<file path="config.mk">
export PLATFORM = sky130hd
export DESIGN_NAME = rsc_back_flat
export DESIGN_NICKNAME = d
export VERILOG_FILES = /design/src/sv/rsc_pkg.sv /design/src/sv/rsc_rsp_if.sv /design/src/sv/rsc_back.sv /design/src/flat_wrapper.sv
export SDC_FILE = /design/constraint.sdc
export NUM_CORES = 2
export LEC_CHECK = 0
export ABC_AREA = 1
export BUFFER_PORTS_ARGS = -buffer_cell sky130_fd_sc_hd__buf_2
export CAP_MARGIN = 20
export CORE_ASPECT_RATIO = 1.2
export CORE_MARGIN = 5
export CORE_UTILIZATION = 45
export CTS_BUF_LIST = sky130_fd_sc_hd__clkbuf_8
export CTS_CLUSTER_DIAMETER = 50
export DETAILED_ROUTE_END_ITERATION = 8
export PLACE_DENSITY_LB_ADDON = 0.3
export SLEW_MARGIN = 10
export SYNTH_ARGS = -nofsm -noshare
export SYNTH_HDL_FRONTEND = slang
export SYNTH_SLANG_ARGS = --single-unit
</file>
<file path="constraint.sdc">
create_clock -name clock -period 34.8 [get_ports clock]
set_input_delay 3.48 -clock clock [delete_from_list [all_inputs] [get_ports clock]]
set_output_delay 3.48 -clock clock [all_outputs]
set_load 0.02 [all_outputs]
</file>
<file path="src/sv/rsc_pkg.sv">
// Shared types and constants for the ray/sphere closest-hit block.
// Used by every module and interface of the block; depends on nothing.
package rsc_pkg;

   localparam int COORD_W   = 32;
   localparam int FRAC_BITS = 16;
   localparam int INDEX_W   = 16;
   localparam int T_W       = COORD_W - 1;
   localparam int V_W       = COORD_W + 1;
   // Dot products of three coordinate pairs need two bits of headroom plus sign.
   localparam int OPND_W    = 2 * COORD_W + 4;
   localparam int PROD_W    = 2 * OPND_W;
   localparam int ROOT_W    = OPND_W;
   localparam int REM_W     = ROOT_W + 3;
   localparam int NUM_W     = OPND_W + FRAC_BITS;
   localparam int STEP_W    = $clog2(NUM_W + 1);
   localparam int MUL_SHORT = V_W;
   localparam int MUL_LONG  = OPND_W;
   localparam int QUEUE_DEPTH = 2;
   localparam int QPTR_W    = $clog2(QUEUE_DEPTH);
   localparam int QCNT_W    = $clog2(QUEUE_DEPTH + 1);

   localparam logic [T_W-1:0] T_MAX = '1;

   typedef enum logic [2:0] {
      ST_IDLE, ST_ISSUE, ST_MUL, ST_ROOT, ST_DIFF, ST_DIV, ST_SAT, ST_DONE
   } back_state_type;

   typedef enum logic [3:0] {
      OP_S_X, OP_S_Y, OP_S_Z,
      OP_L_X, OP_L_Y, OP_L_Z,
      OP_A_X, OP_A_Y, OP_A_Z,
      OP_R2, OP_SS, OP_AC
   } mul_op_type;

   typedef struct packed {
      logic signed [V_W-1:0]     v_x;
      logic signed [V_W-1:0]     v_y;
      logic signed [V_W-1:0]     v_z;
      logic signed [COORD_W-1:0] d_x;
      logic signed [COORD_W-1:0] d_y;
      logic signed [COORD_W-1:0] d_z;
      logic [T_W-1:0]            radius;
      logic [INDEX_W-1:0]        prim_index;
      logic                      new_ray;
      logic                      dir_zero;
   } entry_type;

   typedef struct packed {
      logic                     start;
      logic signed [OPND_W-1:0] op_a;
      logic signed [OPND_W-1:0] op_b;
      logic [STEP_W-1:0]        steps;
   } mul_req_type;

   typedef struct packed {
      logic                     busy;
      logic                     done;
      logic signed [PROD_W-1:0] product;
   } mul_rsp_type;

   typedef struct packed {
      logic               this_hit;
      logic [T_W-1:0]     this_t;
      logic               any_hit_out;
      logic [T_W-1:0]     best_t_out;
      logic [INDEX_W-1:0] best_index_out;
   } rsp_payload_type;

endpackage

</file>
<file path="src/sv/rsc_rsp_if.sv">
// Response channel: one hit result and closest-hit record per transfer.
// Depends on rsc_pkg for field widths.
interface rsc_rsp_if;
   logic                        valid;
   logic                        ready;
   logic                        this_hit;
   logic [rsc_pkg::T_W-1:0]     this_t;
   logic                        any_hit_out;
   logic [rsc_pkg::T_W-1:0]     best_t_out;
   logic [rsc_pkg::INDEX_W-1:0] best_index_out;

   modport source (output valid, this_hit, this_t, any_hit_out, best_t_out,
                   best_index_out, input ready);
   modport sink (input valid, this_hit, this_t, any_hit_out, best_t_out,
                 best_index_out, output ready);
endinterface

</file>
<file path="src/sv/rsc_back.sv">
// Back end: sequences the quadratic solve, keeps the closest-hit record
// and holds the response register. Depends on rsc_pkg and rsc_rsp_if.
module rsc_back (
   input  logic                 clock,
   input  logic                 reset,
   input  logic                 q_avail,
   input  rsc_pkg::entry_type   q_head,
   output logic                 q_pop,
   output rsc_pkg::mul_req_type mul_req,
   input  rsc_pkg::mul_rsp_type mul_rsp,
   rsc_rsp_if.source            rsp_ch
);

   rsc_pkg::back_state_type          state_ff, state_in;
   rsc_pkg::mul_op_type              op_ff, op_in;
   rsc_pkg::entry_type               item_ff, item_in;
   logic signed [rsc_pkg::OPND_W-1:0] s_ff, s_in, l_ff, l_in, a_ff, a_in;
   logic signed [rsc_pkg::PROD_W-1:0] ss_ff, ss_in;
   logic [rsc_pkg::REM_W-1:0]        rem_ff, rem_in;
   logic [rsc_pkg::ROOT_W-1:0]       root_ff, root_in;
   logic [rsc_pkg::PROD_W-1:0]       rad_ff, rad_in;
   logic [rsc_pkg::NUM_W-1:0]        num_ff, num_in, quo_ff, quo_in;
   logic [rsc_pkg::STEP_W-1:0]       step_ff, step_in;
   logic                             hit_ff, hit_in;
   logic [rsc_pkg::T_W-1:0]          t_ff, t_in;
   logic                             any_ff, any_in;
   logic [rsc_pkg::T_W-1:0]          best_t_ff, best_t_in;
   logic [rsc_pkg::INDEX_W-1:0]      best_idx_ff, best_idx_in;
   logic                             out_valid_ff, out_valid_in;
   rsc_pkg::rsp_payload_type         out_ff, out_in;

   logic signed [rsc_pkg::OPND_W-1:0] prod_lo;
   logic signed [rsc_pkg::PROD_W-1:0] q_disc;
   logic signed [rsc_pkg::OPND_W+1:0] n_diff;
   logic [rsc_pkg::REM_W-1:0]        rem_sh, root_trial, div_sh, div_a;
   logic                             out_free;

   assign prod_lo    = mul_rsp.product[rsc_pkg::OPND_W-1:0];
   assign q_disc     = ss_ff - mul_rsp.product;
   assign n_diff     = (rsc_pkg::OPND_W+2)'(s_ff) - $signed({2'b00, root_ff});
   assign rem_sh     = {rem_ff[rsc_pkg::ROOT_W:0], rad_ff[rsc_pkg::PROD_W-1 -: 2]};
   assign root_trial = {1'b0, root_ff, 2'b01};
   assign div_sh     = {rem_ff[rsc_pkg::REM_W-2:0], num_ff[rsc_pkg::NUM_W-1]};
   assign div_a      = {3'b000, a_ff};
   assign out_free   = !out_valid_ff || rsp_ch.ready;

   // Operand select for the shared multiplier.
   always_comb begin
      mul_req.start = (state_ff == rsc_pkg::ST_ISSUE);
      mul_req.steps = rsc_pkg::STEP_W'(rsc_pkg::MUL_SHORT);
      case (op_ff)
         rsc_pkg::OP_S_X: begin
            mul_req.op_a = rsc_pkg::OPND_W'(item_ff.v_x);
            mul_req.op_b = rsc_pkg::OPND_W'(item_ff.d_x);
         end
         rsc_pkg::OP_S_Y: begin
            mul_req.op_a = rsc_pkg::OPND_W'(item_ff.v_y);
            mul_req.op_b = rsc_pkg::OPND_W'(item_ff.d_y);
         end
         rsc_pkg::OP_S_Z: begin
            mul_req.op_a = rsc_pkg::OPND_W'(item_ff.v_z);
            mul_req.op_b = rsc_pkg::OPND_W'(item_ff.d_z);
         end
         rsc_pkg::OP_L_X: begin
            mul_req.op_a = rsc_pkg::OPND_W'(item_ff.v_x);
            mul_req.op_b = rsc_pkg::OPND_W'(item_ff.v_x);
         end
         rsc_pkg::OP_L_Y: begin
            mul_req.op_a = rsc_pkg::OPND_W'(item_ff.v_y);
            mul_req.op_b = rsc_pkg::OPND_W'(item_ff.v_y);
         end
         rsc_pkg::OP_L_Z: begin
            mul_req.op_a = rsc_pkg::OPND_W'(item_ff.v_z);
            mul_req.op_b = rsc_pkg::OPND_W'(item_ff.v_z);
         end
         rsc_pkg::OP_A_X: begin
            mul_req.op_a = rsc_pkg::OPND_W'(item_ff.d_x);
            mul_req.op_b = rsc_pkg::OPND_W'(item_ff.d_x);
         end
         rsc_pkg::OP_A_Y: begin
            mul_req.op_a = rsc_pkg::OPND_W'(item_ff.d_y);
            mul_req.op_b = rsc_pkg::OPND_W'(item_ff.d_y);
         end
         rsc_pkg::OP_A_Z: begin
            mul_req.op_a = rsc_pkg::OPND_W'(item_ff.d_z);
            mul_req.op_b = rsc_pkg::OPND_W'(item_ff.d_z);
         end
         rsc_pkg::OP_R2: begin
            mul_req.op_a = $signed(rsc_pkg::OPND_W'(item_ff.radius));
            mul_req.op_b = $signed(rsc_pkg::OPND_W'(item_ff.radius));
         end
         rsc_pkg::OP_SS: begin
            mul_req.op_a  = s_ff;
            mul_req.op_b  = s_ff;
            mul_req.steps = rsc_pkg::STEP_W'(rsc_pkg::MUL_LONG);
         end
         rsc_pkg::OP_AC: begin
            mul_req.op_a  = l_ff;
            mul_req.op_b  = a_ff;
            mul_req.steps = rsc_pkg::STEP_W'(rsc_pkg::MUL_LONG);
         end
         default: begin
            mul_req.op_a = '0;
            mul_req.op_b = '0;
         end
      endcase
   end

   always_comb begin
      state_in     = state_ff;
      op_in        = op_ff;
      item_in      = item_ff;
      s_in         = s_ff;
      l_in         = l_ff;
      a_in         = a_ff;
      ss_in        = ss_ff;
      rem_in       = rem_ff;
      root_in      = root_ff;
      rad_in       = rad_ff;
      num_in       = num_ff;
      quo_in       = quo_ff;
      step_in      = step_ff;
      hit_in       = hit_ff;
      t_in         = t_ff;
      any_in       = any_ff;
      best_t_in    = best_t_ff;
      best_idx_in  = best_idx_ff;
      out_in       = out_ff;
      out_valid_in = out_valid_ff && !rsp_ch.ready;
      q_pop        = 1'b0;
      case (state_ff)
         rsc_pkg::ST_IDLE: begin
            if (q_avail) begin
               q_pop   = 1'b1;
               item_in = q_head;
               s_in    = '0;
               l_in    = '0;
               a_in    = '0;
               op_in   = rsc_pkg::OP_S_X;
               if (q_head.dir_zero) begin
                  hit_in   = 1'b0;
                  t_in     = '0;
                  state_in = rsc_pkg::ST_DONE;
               end else begin
                  state_in = rsc_pkg::ST_ISSUE;
               end
            end
         end
         rsc_pkg::ST_ISSUE: begin
            state_in = rsc_pkg::ST_MUL;
         end
         rsc_pkg::ST_MUL: begin
            if (mul_rsp.done) begin
               state_in = rsc_pkg::ST_ISSUE;
               op_in    = rsc_pkg::mul_op_type'(op_ff + 1'b1);
               case (op_ff)
                  rsc_pkg::OP_S_X, rsc_pkg::OP_S_Y, rsc_pkg::OP_S_Z: begin
                     s_in = s_ff + prod_lo;
                  end
                  rsc_pkg::OP_L_X, rsc_pkg::OP_L_Y, rsc_pkg::OP_L_Z: begin
                     l_in = l_ff + prod_lo;
                  end
                  rsc_pkg::OP_A_X, rsc_pkg::OP_A_Y, rsc_pkg::OP_A_Z: begin
                     a_in = a_ff + prod_lo;
                  end
                  rsc_pkg::OP_R2: begin
                     // From here on l holds C = L - R2.
                     l_in = l_ff - prod_lo;
                     if (s_ff < 0 && l_in > 0) begin
                        hit_in   = 1'b0;
                        t_in     = '0;
                        state_in = rsc_pkg::ST_DONE;
                     end
                  end
                  rsc_pkg::OP_SS: begin
                     ss_in = mul_rsp.product;
                     // Closest approach lies beyond the radius.
                     if ((rsc_pkg::PROD_W'(l_ff) <<< (2 * rsc_pkg::FRAC_BITS)) >
                         mul_rsp.product) begin
                        hit_in   = 1'b0;
                        t_in     = '0;
                        state_in = rsc_pkg::ST_DONE;
                     end
                  end
                  rsc_pkg::OP_AC: begin
                     if (q_disc < 0) begin
                        hit_in   = 1'b0;
                        t_in     = '0;
                        state_in = rsc_pkg::ST_DONE;
                     end else begin
                        rad_in   = q_disc;
                        rem_in   = '0;
                        root_in  = '0;
                        step_in  = rsc_pkg::STEP_W'(rsc_pkg::ROOT_W);
                        state_in = rsc_pkg::ST_ROOT;
                     end
                  end
                  default: begin
                     state_in = rsc_pkg::ST_IDLE;
                  end
               endcase
            end
         end
         rsc_pkg::ST_ROOT: begin
            // One root bit per cycle from the top pair of radicand bits down.
            if (rem_sh >= root_trial) begin
               rem_in  = rem_sh - root_trial;
               root_in = {root_ff[rsc_pkg::ROOT_W-2:0], 1'b1};
            end else begin
               rem_in  = rem_sh;
               root_in = {root_ff[rsc_pkg::ROOT_W-2:0], 1'b0};
            end
            rad_in  = rad_ff << 2;
            step_in = step_ff - 1'b1;
            if (step_ff == rsc_pkg::STEP_W'(1)) begin
               state_in = rsc_pkg::ST_DIFF;
            end
         end
         rsc_pkg::ST_DIFF: begin
            if (n_diff <= 0) begin
               hit_in   = 1'b0;
               t_in     = '0;
               state_in = rsc_pkg::ST_DONE;
            end else begin
               num_in   = {n_diff[rsc_pkg::OPND_W-1:0], {rsc_pkg::FRAC_BITS{1'b0}}};
               quo_in   = '0;
               rem_in   = '0;
               step_in  = rsc_pkg::STEP_W'(rsc_pkg::NUM_W);
               state_in = rsc_pkg::ST_DIV;
            end
         end
         rsc_pkg::ST_DIV: begin
            if (div_sh >= div_a) begin
               rem_in = div_sh - div_a;
               quo_in = {quo_ff[rsc_pkg::NUM_W-2:0], 1'b1};
            end else begin
               rem_in = div_sh;
               quo_in = {quo_ff[rsc_pkg::NUM_W-2:0], 1'b0};
            end
            num_in  = num_ff << 1;
            step_in = step_ff - 1'b1;
            if (step_ff == rsc_pkg::STEP_W'(1)) begin
               state_in = rsc_pkg::ST_SAT;
            end
         end
         rsc_pkg::ST_SAT: begin
            if (quo_ff > rsc_pkg::NUM_W'(rsc_pkg::T_MAX)) begin
               t_in = rsc_pkg::T_MAX;
            end else begin
               t_in = quo_ff[rsc_pkg::T_W-1:0];
            end
            // A positive root that truncates to zero counts as a miss.
            hit_in   = (t_in != '0);
            state_in = rsc_pkg::ST_DONE;
         end
         rsc_pkg::ST_DONE: begin
            if (out_free) begin
               if (item_ff.new_ray) begin
                  any_in      = 1'b0;
                  best_t_in   = '0;
                  best_idx_in = '0;
               end
               if (hit_ff) begin
                  // On a tie the older record stays.
                  if (!any_in || t_ff < best_t_in) begin
                     best_t_in   = t_ff;
                     best_idx_in = item_ff.prim_index;
                  end
                  any_in = 1'b1;
               end
               out_in.this_hit       = hit_ff;
               out_in.this_t         = t_ff;
               out_in.any_hit_out    = any_in;
               out_in.best_t_out     = best_t_in;
               out_in.best_index_out = best_idx_in;
               out_valid_in = 1'b1;
               state_in     = rsc_pkg::ST_IDLE;
            end
         end
         default: begin
            state_in = rsc_pkg::ST_IDLE;
         end
      endcase
   end

   always_ff @(posedge clock) begin
      if (reset) begin
         state_ff     <= rsc_pkg::ST_IDLE;
         out_valid_ff <= 1'b0;
         any_ff       <= 1'b0;
         best_t_ff    <= '0;
         best_idx_ff  <= '0;
      end else begin
         state_ff     <= state_in;
         out_valid_ff <= out_valid_in;
         any_ff       <= any_in;
         best_t_ff    <= best_t_in;
         best_idx_ff  <= best_idx_in;
      end
   end

   always_ff @(posedge clock) begin
      op_ff   <= op_in;
      item_ff <= item_in;
      s_ff    <= s_in;
      l_ff    <= l_in;
      a_ff    <= a_in;
      ss_ff   <= ss_in;
      rem_ff  <= rem_in;
      root_ff <= root_in;
      rad_ff  <= rad_in;
      num_ff  <= num_in;
      quo_ff  <= quo_in;
      step_ff <= step_in;
      hit_ff  <= hit_in;
      t_ff    <= t_in;
      out_ff  <= out_in;
   end

   assign rsp_ch.valid          = out_valid_ff;
   assign rsp_ch.this_hit       = out_ff.this_hit;
   assign rsp_ch.this_t         = out_ff.this_t;
   assign rsp_ch.any_hit_out    = out_ff.any_hit_out;
   assign rsp_ch.best_t_out     = out_ff.best_t_out;
   assign rsp_ch.best_index_out = out_ff.best_index_out;

   a_hit_sets_record: assert property (@(posedge clock) disable iff (reset)
      out_valid_ff && out_ff.this_hit |-> out_ff.any_hit_out)
      else $error("hit transferred without a recorded hit");

   a_hit_has_distance: assert property (@(posedge clock) disable iff (reset)
      out_valid_ff |-> (out_ff.this_hit == (out_ff.this_t != '0)))
      else $error("hit flag disagrees with distance");

   a_record_nonzero: assert property (@(posedge clock) disable iff (reset)
      any_ff |-> (best_t_ff != '0))
      else $error("record holds a hit at zero distance");

   a_mul_idle_on_issue: assert property (@(posedge clock) disable iff (reset)
      state_ff == rsc_pkg::ST_ISSUE |-> !mul_rsp.busy)
      else $error("multiplier started while busy");

endmodule

</file>
<file path="src/flat_wrapper.sv">
// flat-port wrapper written by rule: the top's interface ports become plain ports
module rsc_back_flat 
  (clock, reset, q_avail, q_head, q_pop, mul_req, mul_rsp, rsp_ch_valid, rsp_ch_this_hit, rsp_ch_this_t, rsp_ch_any_hit_out, rsp_ch_best_t_out, rsp_ch_best_index_out, rsp_ch_ready);
  rsc_rsp_if rsp_ch_i ();
  input  logic clock;
  input  logic reset;
  input  logic q_avail;
  input  rsc_pkg::entry_type q_head;
  output logic q_pop;
  output rsc_pkg::mul_req_type mul_req;
  input  rsc_pkg::mul_rsp_type mul_rsp;
  output wire logic [$bits(rsp_ch_i.valid)-1:0] rsp_ch_valid;
  output wire logic [$bits(rsp_ch_i.this_hit)-1:0] rsp_ch_this_hit;
  output wire logic [$bits(rsp_ch_i.this_t)-1:0] rsp_ch_this_t;
  output wire logic [$bits(rsp_ch_i.any_hit_out)-1:0] rsp_ch_any_hit_out;
  output wire logic [$bits(rsp_ch_i.best_t_out)-1:0] rsp_ch_best_t_out;
  output wire logic [$bits(rsp_ch_i.best_index_out)-1:0] rsp_ch_best_index_out;
  input wire logic [$bits(rsp_ch_i.ready)-1:0] rsp_ch_ready;
  assign rsp_ch_valid = rsp_ch_i.valid;
  assign rsp_ch_this_hit = rsp_ch_i.this_hit;
  assign rsp_ch_this_t = rsp_ch_i.this_t;
  assign rsp_ch_any_hit_out = rsp_ch_i.any_hit_out;
  assign rsp_ch_best_t_out = rsp_ch_i.best_t_out;
  assign rsp_ch_best_index_out = rsp_ch_i.best_index_out;
  assign rsp_ch_i.ready = rsp_ch_ready;
  rsc_back u_core (.clock(clock), .reset(reset), .q_avail(q_avail), .q_head(q_head), .q_pop(q_pop), .mul_req(mul_req), .mul_rsp(mul_rsp), .rsp_ch(rsp_ch_i));
endmodule
</file>
# Word level (Yosys, flattened, before mapping)
# Index checks and enable logic that the tools add are counted.
[totals]
regBits = 1200
input_bits = 386
output_inout_bits = 226
elab_cells = 211
[classes]
add_sub_neg = 10
order_cmp = 9
eq_ne = 36
n_mux = 89
n_reduce_logical = 35
[ops]
columns = ["operator", "count"]
rows = [
  ["case mux 136 bit (12 select lines)", 1],
  ["case mux 68 bit (2 select lines)", 5],
  ["2-to-1 mux 68 bit", 9],
  ["2-to-1 mux 31 bit", 14],
  ["2-to-1 mux 70 bit", 6],
  ["2-to-1 mux 136 bit", 3],
  ["case mux 84 bit (2 select lines)", 2],
  ["case mux 70 bit (4 select lines)", 1],
  ["case mux 136 bit (2 select lines)", 1],
  ["adder 68 bit", 3],
  ["2-to-1 mux 84 bit", 2],
  ["> comparator 100 x 136 -> 1 bit", 1],
  ["< comparator 136 x 1 -> 1 bit (second input constant)", 1],
  ["subtractor 136 bit", 1],
  ["case mux 31 bit (4 select lines)", 1],
  ["case mux 31 bit (3 select lines)", 1],
  ["> comparator 84 x 31 -> 1 bit (second input constant)", 1],
  ["greater-or-equal comparator 71 x 68 -> 1 bit", 1],
  ["greater-or-equal comparator 71 x 70 -> 1 bit", 1],
  ["<= comparator 70 x 1 -> 1 bit (second input constant)", 1],
  ["subtractor 68 x 69 -> 70 bit", 1],
  ["subtractor 70 x 68 -> 70 bit", 1],
  ["subtractor 70 bit", 1],
  ["> comparator 68 x 1 -> 1 bit (second input constant)", 1],
  ["other kinds (47)", 119],
]

# Longest topological paths before layout
[logic_depth]
depth_word = 8
ltp_mapped = 28
ltp_nobuf = 27

# Worst setup path after synthesis
# No wires, ideal clock.
[synth_path]
path_type = "in2out"
from = "input q_avail"
to = "output q_pop"
t_arrival_ps = 26789
t_required_ps = 31320
slack_ps = 4531
cell_stages = 2
path_buffers = 0
path_cell_list = "inv_1 nor4_1"
[synth_via]
elab_chain_len = 2
[synth_lines]
columns = ["item", "line", "source"]
rows = [
  ["start: declaration", "flat_wrapper.sv:7", "input logic q_avail;"],
  ["2-to-1 mux 1 bit", "rsc_back.sv:133", "if (q_avail) begin"],
  ["2-to-1 mux 1 bit", "rsc_back.sv:131", "case (state_ff)"],
  ["end: declaration", "flat_wrapper.sv:9", "output logic q_pop;"],
]
# No other way between the ends.

==> summary.txt <==
Floorplanning
  – Die Height: 525 µm
  – Width of the die: 439 µm
  – Die area: 0.231 mm²
  – Cell Rows: 189
  – Initial Util: 45.1%
  – Ports: 612
  – Core Area: 0.221 mm²

Routing
  – Final WL: 441000 µm
  – Detail Route met3 WL: 48300 µm
  – Wire length on met1: 170000 µm
  – DR top layer: met5
  – Detail Route met2 WL: 184000 µm
  – DR WL/cell: 24.7 µm
  – Post-route antenna net violation count: 0
  – # DRC: 0
  – Via/cell ratio: 5.67
  – Initial drt markers: 11800
  – TritonRoute pass-1 iters: 9
  – Vias post-DR: 101000

Clock network
  – H-tree Lvls: 4
  – Clock Sinks: 1184
  – Hold Buf Count CTS: 0
  – Root cell of the clock tree: clkbuf_8
  – Post-CTS Setup Repair Bufs: 0
  – PostCTS Resize Cnt: 0
  – Num CTS Buffers: 224
  – Clock Latency Late Sink: 1.02 ns
  – Clock slew at reported path FFs: 0.06 ns
  – CTS tree: built
  – Clock Path Buffers: 4

Worst setup path
  – Crit. End Element: output port
  – Setup slack, reg-to-reg: 28.46 ns
  – CP Data Required Time: 31.32 ns
  – Startpoint types: register
  – CP arrival: 5.03 ns
  – Critical Path Sink: mul_req[114]
  – R2r worst-path depth: 20
  – Setup crit start: u_core.op_ff[0]
  – Critical Path Fanout Max: 36
  – R2r startpoint: u_core.s_ff[0]
  – WS Path Type: register to output port
  – Worst r2r dst: u_core.num_ff[16]

Timing
  – Max Slew Vio Count: 0
  – Fin. Hold Viols: 0
  – Max Freq: 0.117 GHz
  – Post-layout min period: 8.51 ns
  – Worst-Margin Slew: 1.20 ns
  – Worst Skew: 0.100 ns
  – RSZ-0062 raised after global routing: false
  – Worst rel slew slack: 18.9%
  – Fin Setup TNS: 0 ns
  – Period utilisation layout: 24.5%
  – Final setup viols: 0

Run status
  – Outcome: completed

Min path
  – Tightest Hold Check Type: register to register
  – Worst hold stages: 0

Global route
  – Gr usage total: 36.4%
  – First-pass GRT wire length: 617000 µm
  – Initial antenna violation count: 41
  – Grt ovf: 0
  – Vias in the first global route: 93200
  – Largest net degree at the start of global routing: 196

Logic synthesis
  – Sequential fraction of the synthesis area: 35.2%
  – Synth Area per Inst: 7.08 µm²
  – #FFs+latches synth: 1184
  – Post-synth EDFFs: 1132
  – Yosys cell types: 72
  – Yosys warns: 0
  – FFs w/ async S/R, synth: 0%
  – Syn Inst Count: 14100
  – Top_reg_cell synth: edfxtp_1
  – Synth Cell Area: 0.0996 mm²

Placed design
  – GPL Wtd Cong: 1.09
  – Input/output buffers: 607
  – Placed Cells: 17400
  – Placed cell areas: 0.106 mm²
  – Post-DP HPWL: 365000 µm

Power and ir drop
  – Leakage: 0.0511 µW
  – Maximum vdd drop: 0.0727 mV
  – Overall Power: 10900 µW
  – Pwr Density: 98.4 mW/mm²

Layout
  – Share of cells above drive strength 1: 7.85%
  – Layout Utilization: 50.1%
  – Finished Cell Area: 0.110 mm²
  – Register Area: 0.0350 mm²
  – Filler cells: 23000
  – P&R area growth vs syn: 11.0%
  – Commonest non-fill, non-tap cell in the layout: nand2_1
  – Footprint of the multi-input gates: 0.0538 mm²
  – Post-Layout Cell Count: 17800
  – NumNets Final: 15800
  – Most frequent cells in the layout: nand2_1, inv_1, nor2_1, a21oi_1, edfxtp_1

Job
  – Max-cap violations: 0
-- power breakdown --
| part | internal (µW) | switching, µW | leakage [µW] |
|---|---|---|---|
| Combinational | 1920 | 4750 | 0.0375 |
| Clock | 793 | 670 | 0.00251 |
| Sequential | 2150 | 594 | 0.0111 |
| Total | 4860 | 6010 | 0.0511 |
-- critical path, stage by stage (launching register included) --
cell and delay [ns]:
edfxtp_1 0.45, inv_1 0.10, ha_1 0.20, inv_1 0.18, nor2_2 0.07, buf_4 0.24
inv_1 0.58, o22ai_1 0.18, a21oi_1 0.16, o21ai_0 0.25, a2111oi_4 0.29, buf_4 0.55
nand2_1 0.43, buf_2 0.29
-- how the worst min path moves through the flow --
stage,startpoint,endpoint,slack (ns)
CTS,u_core.num_ff[65],u_core.num_ff[66],0.48
finish,u_core.t_ff[8],u_core.rsp_ch.this_t[8],0.49
floorplan,u_core.hit_ff,u_core.rsp_ch.this_hit,0.43
detailed placement,u_core.t_ff[0],u_core.rsp_ch.this_t[0],0.48
global route,u_core.t_ff[8],u_core.rsp_ch.this_t[8],0.50
global placement,u_core.t_ff[0],u_core.rsp_ch.this_t[0],0.47
-- synthesized netlist by cell type (8+ instances only) --
master | count | area, µm²
o21ai_0 | 795 | 3980
o211ai_1 | 104 | 781
a221oi_1 | 151 | 1320
o21bai_1 | 44 | 330
a21boi_1 | 8 | 60.1
o31ai_1 | 8 | 60.1
nand2_1 | 3192 | 12000
nand3_1 | 557 | 2790
a211oi_1 | 17 | 128
o21ai_2 | 12 | 105
xnor2_1 | 148 | 1300
o21a_1 | 150 | 1130
dfxtp_1 | 52 | 1040
o22ai_1 | 32 | 200
or2_1 | 9 | 56.3
nor3_1 | 115 | 576
a2111oi_0 | 9 | 78.8
a22o_1 | 27 | 236
buf_6 | 13 | 146
buf_2 | 52 | 260
inv_2 | 20 | 75.1
a21boi_0 | 25 | 188
nor2_1 | 1600 | 6010
a21o_1 | 38 | 285
or2_0 | 10 | 62.6
nand2_2 | 9 | 56.3
nand3b_1 | 26 | 195
o21ai_1 | 92 | 460
a21oi_2 | 16 | 140
clkbuf_1 | 212 | 796
inv_1 | 2553 | 9580
o2111ai_1 | 8 | 70.1
or2_2 | 52 | 325
nand4_1 | 120 | 751
ha_1 | 753 | 9420
nor4_1 | 71 | 444
a21oi_1 | 1424 | 7130
xor2_1 | 103 | 902
edfxtp_1 | 1132 | 34000
buf_1 | 21 | 78.8
o221ai_1 | 18 | 158
a31oi_1 | 183 | 1140
-- cells by family (layout without fill, tap and decap cells) --
| family | after synthesis | in the layout | synth area share, % |
|---|---|---|---|
| other cells | 1 | 33 | 0.00377 |
| xor+xnor | 251 | 251 | 2.21 |
| flops | 1184 | 1184 | 35.2 |
| compound gates | 3195 | 3195 | 18.4 |
| simple gates | 5786 | 5786 | 23.5 |
| buf+inv | 2879 | 3657 | 11.0 |
| fa+ha+maj | 760 | 760 | 9.60 |
-- through the flow --
stage          hold WS, ns  worst slack (ns)
2_1_floorplan        0.426              4.53
3_3_place_gp         0.472             25.81
3_5_place_dp         0.477             25.74
4_1_cts              0.482             26.28
5_1_grt              0.496             26.23
6_report             0.485             26.29
-- per-layer routing --
metal  GRT usage [%]  up-vias
met2            54.3     5406
li1                -    48100
met4            26.3       22
met5               0        -
met1            45.5    46500
met3            9.25     1188
-- sequential cells by signal, summed over array words and instances (netlist names), 3 cells and up --
signal and cells:
u_core.root_ff 68, u_core.rsp_ch.best_t_out 31, u_core.step_ff 7, u_core.rsp_ch.best_index_out 16, u_core.item_ff 243, u_core.rem_ff 70
u_core.best_t_ff 31, u_core.l_ff 68, u_core.a_ff 68, u_core.rad_ff 136, u_core.t_ff 31, u_core.state_ff 3
u_core.num_ff 68, u_core.quo_ff 84, u_core.s_ff 68, u_core.best_idx_ff 16, u_core.ss_ff 136, u_core.op_ff 4
u_core.rsp_ch.this_t 31
-- cell type report --
cell class / count / area share, %
Antenna cell: 30 / 0.0679
Clock buffer: 237 / 2.95
Clock inverter: 164 / 1.20
Inverter: 2575 / 8.76
Multi-Input combinational cell: 9995 / 48.7
Sequential cell: 1184 / 31.7
Tap cell: 2960 / 3.35
Timing Repair Buffer: 681 / 3.30
(Power assumes the default switching activity.)
